==> src/rtl/ppe_pkg.sv <==
// Shared types and constants for the pixel pedestal entry encoder.
`timescale 1ns / 1ps
package ppe_pkg;

  localparam int COL_W    = 9;
  localparam int ROW_W    = 9;
  localparam int LEVEL_W  = 16;
  localparam int MULT_W   = 16;
  localparam int OFFSET_W = 20;
  localparam int ENTRY_W  = 12;
  localparam int CFG_IDX_W  = 1;
  localparam int CFG_DATA_W = 16;

  typedef enum logic [CFG_IDX_W-1:0] {
    REG_SENSOR_TYPE = 1'b0,
    REG_NOISE_MULT  = 1'b1
  } cfg_reg_t;

  typedef enum logic {
    SENSOR_SUBMATRIX = 1'b0,
    SENSOR_QUADRANT  = 1'b1
  } sensor_t;

  typedef struct packed {
    sensor_t             sensor_type;
    logic [MULT_W-1:0]   noise_multiplier;
  } cfg_t;

  localparam logic [MULT_W-1:0]  NOISE_MULT_RESET = 16'd512;
  localparam logic [ENTRY_W-1:0] MASK_WORD        = 12'h81F;

  // Geometry of both sensor types.
  localparam logic [COL_W-1:0] DUMMY_COLS   = 9'd2;
  localparam logic [COL_W-1:0] SMALL_SIZE   = 9'd256;
  localparam logic [COL_W-1:0] QUAD_COLS    = 9'd254;
  localparam logic [COL_W-1:0] QUAD_X_LIMIT = 9'd508;
  localparam logic [7:0]       QUAD_X_LAST  = 8'd253;
  localparam logic [7:0]       QUAD_Y_LAST  = 8'd255;

  // Threshold clamp range.
  localparam int THR_MAX = 31;
  localparam int THR_MIN = -32;

endpackage

==> src/rtl/ppe_cfg_regs.sv <==
// Configuration register file: sensor type and noise multiplier.
`timescale 1ns / 1ps
module ppe_cfg_regs (
  input  logic                             clk,
  input  logic                             rst,
  input  logic                             cfg_write_enable,
  input  logic [ppe_pkg::CFG_IDX_W-1:0]    cfg_index,
  input  logic [ppe_pkg::CFG_DATA_W-1:0]   cfg_data,
  output ppe_pkg::cfg_t                    cfg
);
  import ppe_pkg::*;

  always_ff @(posedge clk) begin
    if (rst) begin
      cfg.sensor_type      <= SENSOR_SUBMATRIX;
      cfg.noise_multiplier <= NOISE_MULT_RESET;
    end else if (cfg_write_enable) begin
      unique case (cfg_reg_t'(cfg_index))
        REG_SENSOR_TYPE: cfg.sensor_type      <= sensor_t'(cfg_data[0]);
        REG_NOISE_MULT:  cfg.noise_multiplier <= cfg_data[MULT_W-1:0];
        default: ;
      endcase
    end
  end

endmodule

==> src/rtl/ppe_addr_map.sv <==
// Coordinate to pedestal memory word address mapping for both sensor types.
`timescale 1ns / 1ps
module ppe_addr_map (
  input  ppe_pkg::sensor_t                 sensor_type,
  input  logic [ppe_pkg::COL_W-1:0]        column,
  input  logic [ppe_pkg::ROW_W-1:0]        row,
  output logic [ppe_pkg::OFFSET_W-1:0]     memory_offset,
  output logic                             coordinate_error
);
  import ppe_pkg::*;

  logic [1:0]       s_sub;
  logic [COL_W-1:0] s_col;
  logic [ROW_W-1:0] s_row;
  logic             s_ok;

  logic             q_xhi;
  logic [COL_W-1:0] q_xrel;
  logic [7:0]       q_x;
  logic [7:0]       q_y;
  logic [1:0]       q_sub;
  logic [COL_W-1:0] q_col;
  logic [ROW_W-1:0] q_row;
  logic             q_ok;

  // Submatrix sensor: 64-column submatrices, swap 1 and 2.
  always_comb begin
    s_ok  = (column < SMALL_SIZE) && (row < SMALL_SIZE);
    s_sub = column[7:6];
    if (s_sub == 2'd1 || s_sub == 2'd2) s_sub = ~s_sub;
    s_col = {3'b000, column[5:0]} + DUMMY_COLS;
    s_row = row;
  end

  // Quadrant sensor: four 254x256 quadrants, swap 1 and 3, then mirror.
  always_comb begin
    q_ok   = column < QUAD_X_LIMIT;
    q_xhi  = column >= QUAD_COLS;
    q_xrel = q_xhi ? (column - QUAD_COLS) : column;
    q_x    = q_xrel[7:0];
    q_y    = row[7:0];
    q_sub  = {row[8], q_xhi};
    if (q_sub == 2'd1 || q_sub == 2'd3) q_sub = {~q_sub[1], q_sub[0]};
    unique case (q_sub)
      2'd3: q_x = QUAD_X_LAST - q_x;
      2'd2: q_y = QUAD_Y_LAST - q_y;
      2'd1: begin
        q_x = QUAD_X_LAST - q_x;
        q_y = QUAD_Y_LAST - q_y;
      end
      default: ;
    endcase
    q_col = {1'b0, q_x} + DUMMY_COLS;
    q_row = {1'b0, q_y};
  end

  always_comb begin
    unique case (sensor_type)
      SENSOR_QUADRANT: begin
        coordinate_error = !q_ok;
        memory_offset    = q_ok ? {q_sub, q_row, q_col} : '0;
      end
      default: begin
        coordinate_error = !s_ok;
        memory_offset    = s_ok ? {s_sub, s_row, s_col} : '0;
      end
    endcase
  end

endmodule

==> src/rtl/ppe_entry_pack.sv <==
// Threshold and pedestal packing into the 12-bit pedestal memory entry.
`timescale 1ns / 1ps
module ppe_entry_pack (
  input  logic [ppe_pkg::MULT_W-1:0]         noise_multiplier,
  input  logic signed [ppe_pkg::LEVEL_W-1:0] pedestal_level,
  input  logic signed [ppe_pkg::LEVEL_W-1:0] noise_level,
  input  logic                               bad_pixel,
  output logic [ppe_pkg::ENTRY_W-1:0]        entry_word
);
  import ppe_pkg::*;

  localparam int PROD_W = LEVEL_W + MULT_W + 1;
  localparam int THR_W  = PROD_W - 12;

  logic signed [LEVEL_W-4-1:0] ped_int;
  logic signed [PROD_W-1:0]    prod;
  logic signed [THR_W-1:0]     thr_full;
  logic signed [5:0]           thr;

  always_comb begin
    // Truncate toward zero: round up negatives that have a fraction.
    ped_int = pedestal_level[LEVEL_W-1:4]
              + {{(LEVEL_W-5){1'b0}},
                 (pedestal_level[LEVEL_W-1] && (pedestal_level[3:0] != 4'd0))};

    prod = PROD_W'(noise_level) * $signed({1'b0, noise_multiplier});
    thr_full = prod[PROD_W-1:12]
               + {{(THR_W-1){1'b0}}, (prod[PROD_W-1] && (prod[11:0] != 12'd0))};

    if (thr_full > THR_W'(THR_MAX))      thr = 6'(THR_MAX);
    else if (thr_full < THR_W'(THR_MIN)) thr = 6'(THR_MIN);
    else                                 thr = thr_full[5:0];

    entry_word = bad_pixel ? MASK_WORD : {1'b0, ped_int[4:0], thr};
  end

endmodule

==> src/rtl/pixel_pedestal_entry_encoder_top.sv <==
// Top level of the pixel pedestal entry encoder: input and result registers.
`timescale 1ns / 1ps
// Pixel pedestal entry encoder. Each request carries one pixel record
// (column, row, pedestal, noise, bad flag) and yields one result: the
// pedestal memory word address, the 12-bit entry word and a coordinate error
// flag. The block takes one request every clock cycle while in_stall is low.
// An accepted request is held in the input register; its result is loaded
// into the result register when that register can advance, and it shows on
// the outputs there until it is taken. The single noise by multiplier product
// between those two registers sets the cycle time. With both registers full
// and the result stalled, in_stall rises in the same cycle; otherwise a new
// request is taken while a finished result still waits. Configuration is
// written through cfg_write_enable, cfg_index (0 = sensor type, 1 = noise
// multiplier) and cfg_data; the user must write it only while no request is
// in flight, as the block itself does not enforce it.
module pixel_pedestal_entry_encoder_top (
  input  logic                                clk,
  input  logic                                rst,
  input  logic                                cfg_write_enable,
  input  logic [ppe_pkg::CFG_IDX_W-1:0]       cfg_index,
  input  logic [ppe_pkg::CFG_DATA_W-1:0]      cfg_data,
  input  logic                                in_valid,
  output logic                                in_stall,
  input  logic [ppe_pkg::COL_W-1:0]           column,
  input  logic [ppe_pkg::ROW_W-1:0]           row,
  input  logic signed [ppe_pkg::LEVEL_W-1:0]  pedestal_level,
  input  logic signed [ppe_pkg::LEVEL_W-1:0]  noise_level,
  input  logic                                bad_pixel,
  output logic                                out_valid,
  input  logic                                out_stall,
  output logic [ppe_pkg::OFFSET_W-1:0]        memory_offset,
  output logic [ppe_pkg::ENTRY_W-1:0]         entry_word,
  output logic                                coordinate_error
);
  import ppe_pkg::*;

  cfg_t cfg;

  // Input register.
  logic                      s1_valid;
  logic [COL_W-1:0]          s1_column;
  logic [ROW_W-1:0]          s1_row;
  logic signed [LEVEL_W-1:0] s1_pedestal;
  logic signed [LEVEL_W-1:0] s1_noise;
  logic                      s1_bad;

  logic                      advance;
  logic [OFFSET_W-1:0]       offset_next;
  logic [ENTRY_W-1:0]        entry_next;
  logic                      error_next;

  ppe_cfg_regs u_cfg (
    .clk              (clk),
    .rst              (rst),
    .cfg_write_enable (cfg_write_enable),
    .cfg_index        (cfg_index),
    .cfg_data         (cfg_data),
    .cfg              (cfg)
  );

  // Advance the result register whenever it is empty or being taken;
  // hold the input register only when the result side cannot move.
  assign advance  = !out_valid || !out_stall;
  assign in_stall = s1_valid && !advance;

  always_ff @(posedge clk) begin
    if (rst) begin
      s1_valid <= 1'b0;
    end else if (!in_stall) begin
      s1_valid <= in_valid;
    end
  end

  always_ff @(posedge clk) begin
    if (in_valid && !in_stall) begin
      s1_column   <= column;
      s1_row      <= row;
      s1_pedestal <= pedestal_level;
      s1_noise    <= noise_level;
      s1_bad      <= bad_pixel;
    end
  end

  ppe_addr_map u_map (
    .sensor_type      (cfg.sensor_type),
    .column           (s1_column),
    .row              (s1_row),
    .memory_offset    (offset_next),
    .coordinate_error (error_next)
  );

  ppe_entry_pack u_pack (
    .noise_multiplier (cfg.noise_multiplier),
    .pedestal_level   (s1_pedestal),
    .noise_level      (s1_noise),
    .bad_pixel        (s1_bad),
    .entry_word       (entry_next)
  );

  // Result register: drop the finished result in when allowed to advance.
  always_ff @(posedge clk) begin
    if (rst) begin
      out_valid <= 1'b0;
    end else if (advance) begin
      out_valid <= s1_valid;
    end
  end

  always_ff @(posedge clk) begin
    if (advance && s1_valid) begin
      memory_offset    <= offset_next;
      entry_word       <= entry_next;
      coordinate_error <= error_next;
    end
  end

endmodule

==> config.mk <==
export PLATFORM = sky130hd
export DESIGN_NAME = pixel_pedestal_entry_encoder_top
export DESIGN_NICKNAME = d
export VERILOG_FILES = /design/src/rtl/ppe_pkg.sv /design/src/rtl/ppe_cfg_regs.sv /design/src/rtl/ppe_addr_map.sv /design/src/rtl/ppe_entry_pack.sv /design/src/rtl/pixel_pedestal_entry_encoder_top.sv
export SDC_FILE = /design/constraint.sdc
export NUM_CORES = 1
export LEC_CHECK = 0
export ABC_AREA = 1
export BUFFER_PORTS_ARGS = -buffer_cell sky130_fd_sc_hd__buf_4
export CAP_MARGIN = 20
export CORE_AREA = 10 10 200 220
export CTS_BUF_LIST = sky130_fd_sc_hd__clkbuf_8
export CTS_CLUSTER_SIZE = 30
export DETAILED_ROUTE_END_ITERATION = 8
export DIE_AREA = 0 0 210 230
export HOLD_SLACK_MARGIN = 0.1
export SLEW_MARGIN = 20
export SYNTH_ARGS = -nofsm -noshare
export SYNTH_HDL_FRONTEND = slang
export SYNTH_SLANG_ARGS = --single-unit
==> constraint.sdc <==
create_clock -name clk -period 11.2 [get_ports clk]
set_clock_uncertainty 0.15 [all_clocks]
set_input_delay 1.12 -clock clk [delete_from_list [all_inputs] [get_ports clk]]
set_output_delay 1.12 -clock clk [all_outputs]
set_load 0.005 [all_outputs]
==> reports/metrics.cfg <==
[outcome]
status = complete, no violations

[synthesis]
synth.net_count = 2368
syn_inst = 1972
synth_cell_types = 47
yosys_warnings = 0
ys_ff_latch = 97
ys_seq_area_share_pct = 18.4
netlist_area_um2 = 14800
avgSynthCellArea_um2 = 7.50

[timing]
post-route-period-util_pct = 77.1
timing.final.ws_setup_ps = 2560
setup_viol = 0
slew_violations = 0
finalSetupTns_ps = 0
max_freq_mhz = 116
worst_pin_slew_ps = 920
rsz0062_at_grt = false
final_hold_viol_count = 0
period_minus_slack_ps = 8640
slew-limit-headroom_pct = 38.6

[cts]
cts.sinks = 97
numCtsBuffers = 9
cts_setup_buffers = 0
cts_resized = 0
htreeDepth = 3
clk_path_buf_depth = 2
cts_root_buf = clkbuf_8
cts_hold_buf = 0
clkSlewWorstSetupHoldPaths_ps = 140
clk_latency_ps = 440
cts_tree = done

[floorplan]
rows = 76
start_util_pct = 37.8
pin_count = 108
coreArea_um2 = 39200
die-height_um = 230
die_w_um = 210
dieArea_um2 = 48300

[detailed_routing]
drc = 0
drtIter0Drc = 537
firstDrtPassIters = 5
ant_nets = 0
route.vias.total = 11800
vias_per_cell = 4.68
wl_per_cell_um = 14.2
wirelength_um = 36000

[place]
dp.cells = 2513
dpl_cell_area_um2 = 16000
port_buffers = 101
dp_hpwl_um = 29800
place.gp.congestion = 0.856
dp_slack_ps = 2610

[critical_path]
slowest_stage = dfxtp_1
end_kind = flip-flop
slowest_delay_ps = 870
crit_top_cell = nand2_1
crit_fanout = 17
critical_path_class = flip-flop to flip-flop
critPathLaunchType = flip-flop
required_ps = 11200
cp.arrival_ps = 8640

[global_route]
grt_pass1_vias = 12300
grt_pass1_wl_um = 60900
grt_start_max_net_pins = 46
grt_remaining_overflow = 0
antenna_found_initial = 0
grtUsageTotal_pct = 15.4

[finish]
final_nets = 2414
diodes = 0
fin_area_um2 = 16200
n_fill_cell = 4012
area_growth_pct = 9.34
final_cells = 2530
final_common_cell = nand2_1
post-route-util_pct = 41.3
final_cell_mix = 575 x nand2_1, 477 x inv_1, 194 x fa_1, 129 x ha_1, 124 x nor2_1
drive_gt1_share_pct = 10.5

[pwr]
power_density_nw_per_um2 = 252
peakVddDrop_uv = 223
power.leakage_nw = 9.00

[flow_run]
cap_violations = 0

[worst_hold_path]
hold_path_class = flip-flop to flip-flop

-- sequential cells by signal, summed over array words and instances, names as in the netlist --
name              flops
out_valid             1
s1_column             9
s1_row                9
coordinate_error      1
s1_bad                1
u_cfg.cfg            17
entry_word           12
s1_valid              1
memory_offset        20
s1_pedestal          10
s1_noise             16
-- cell usage after synthesis, drive strengths merged --
| cell type | instances | area, µm² |
|---|---|---|
| a32o | 1 | 10.0 |
| clkbuf | 66 | 248 |
| a21oi | 29 | 160 |
| nand2 | 598 | 2310 |
| conb | 1 | 3.75 |
| o211ai | 1 | 7.51 |
| nand3 | 75 | 413 |
| clkinv | 7 | 26.3 |
| dfxtp | 19 | 380 |
| o21a | 1 | 7.51 |
| xor2 | 12 | 113 |
| nor3 | 4 | 25.0 |
| o41a | 1 | 11.3 |
| nor2 | 147 | 658 |
| edfxtp | 78 | 2340 |
| or2 | 11 | 68.8 |
| buf | 3 | 13.8 |
| fa | 194 | 3880 |
| o22ai | 2 | 12.5 |
| nand4 | 28 | 175 |
| nor4 | 2 | 12.5 |
| ha | 129 | 1610 |
| o21ai | 34 | 174 |
| inv | 501 | 1880 |
| xnor2 | 20 | 183 |
| nand3b | 4 | 30.0 |
| and2 | 1 | 6.26 |
| o21bai | 1 | 7.51 |
| o31ai | 2 | 15.0 |
-- logic make-up after synthesis --
kind of cell / synth area share [%]
buffers and inverters: 14.7
AOI/OAI and AO/OA: 2.74
xor gates and xnor gates: 2.00
other: 0.0253
DFF: 18.4
adders and majority gates: 37.2
and+or+nand+nor: 25.0
-- metal layers --
layer / vias to the layer above / global-route usage [%] / share of wire, % / wire (µm)
met1: 5709 / 18.8 / 44 / 15700
li1: 5888 / - / - / -
met5: - / 0 / 0 / 0
met4: 0 / 3.94 / 1.8 / 660
met2: 205 / 26.7 / 50 / 18000
met3: 45 / 3.24 / 4.6 / 1650
-- per-stage QoR --
stage,hold WS (ps),total power [mW]
after global routing,425,4.58
after detailed placement,381,3.81
after floorplan,300,3.02
after global placement,359,3.78
final,390,4.07
after CTS,394,4.08
-- area by class of cell --
type                    instances  area [µm²]  share of cell area (%)
flip-flops and latches         97        2720                    16.8
well taps                     507         634                    3.92
inverters                     508        1910                    11.8
repair buffers                104         801                    4.95
clock buffers                   9         124                   0.766
clock inverters                 7        71.3                   0.441
multi-input cells            1298        9910                    61.3
-- power breakdown --
part,internal (mW),switching (mW),total [mW]
registers,0.419,0.0495,0.469
logic,1.09,2.27,3.36
clock network,0.104,0.143,0.247
-- critical path: cells and delay by family, from the launching register on --
family	cells	cell delay, ps
xor gates and xnor gates	1	410
buffers and inverters	4	250
and+or+nand+nor	21	2000
DFF	1	870
adders and majority gates	9	4120
AOI/OAI and AO/OA	3	540
-- path summary, 6_finish.rpt --
kind	endpoint	slack [ps]	cells past startpoint	from
hold / removal	out_valid$_SDFFE_PP0N_	390	2	out_valid$_SDFFE_PP0N_
setup reg to reg	entry_word[4]$_SDFFCE_PP1P_	2560	38	u_cfg.cfg[1]$_SDFFE_PP0P_
hold reg to reg	out_valid$_SDFFE_PP0N_	390	2	out_valid$_SDFFE_PP0N_
setup / recovery	entry_word[4]$_SDFFCE_PP1P_	2560	38	u_cfg.cfg[1]$_SDFFE_PP0P_
Note: power is estimated with default switching activity, not from simulation.
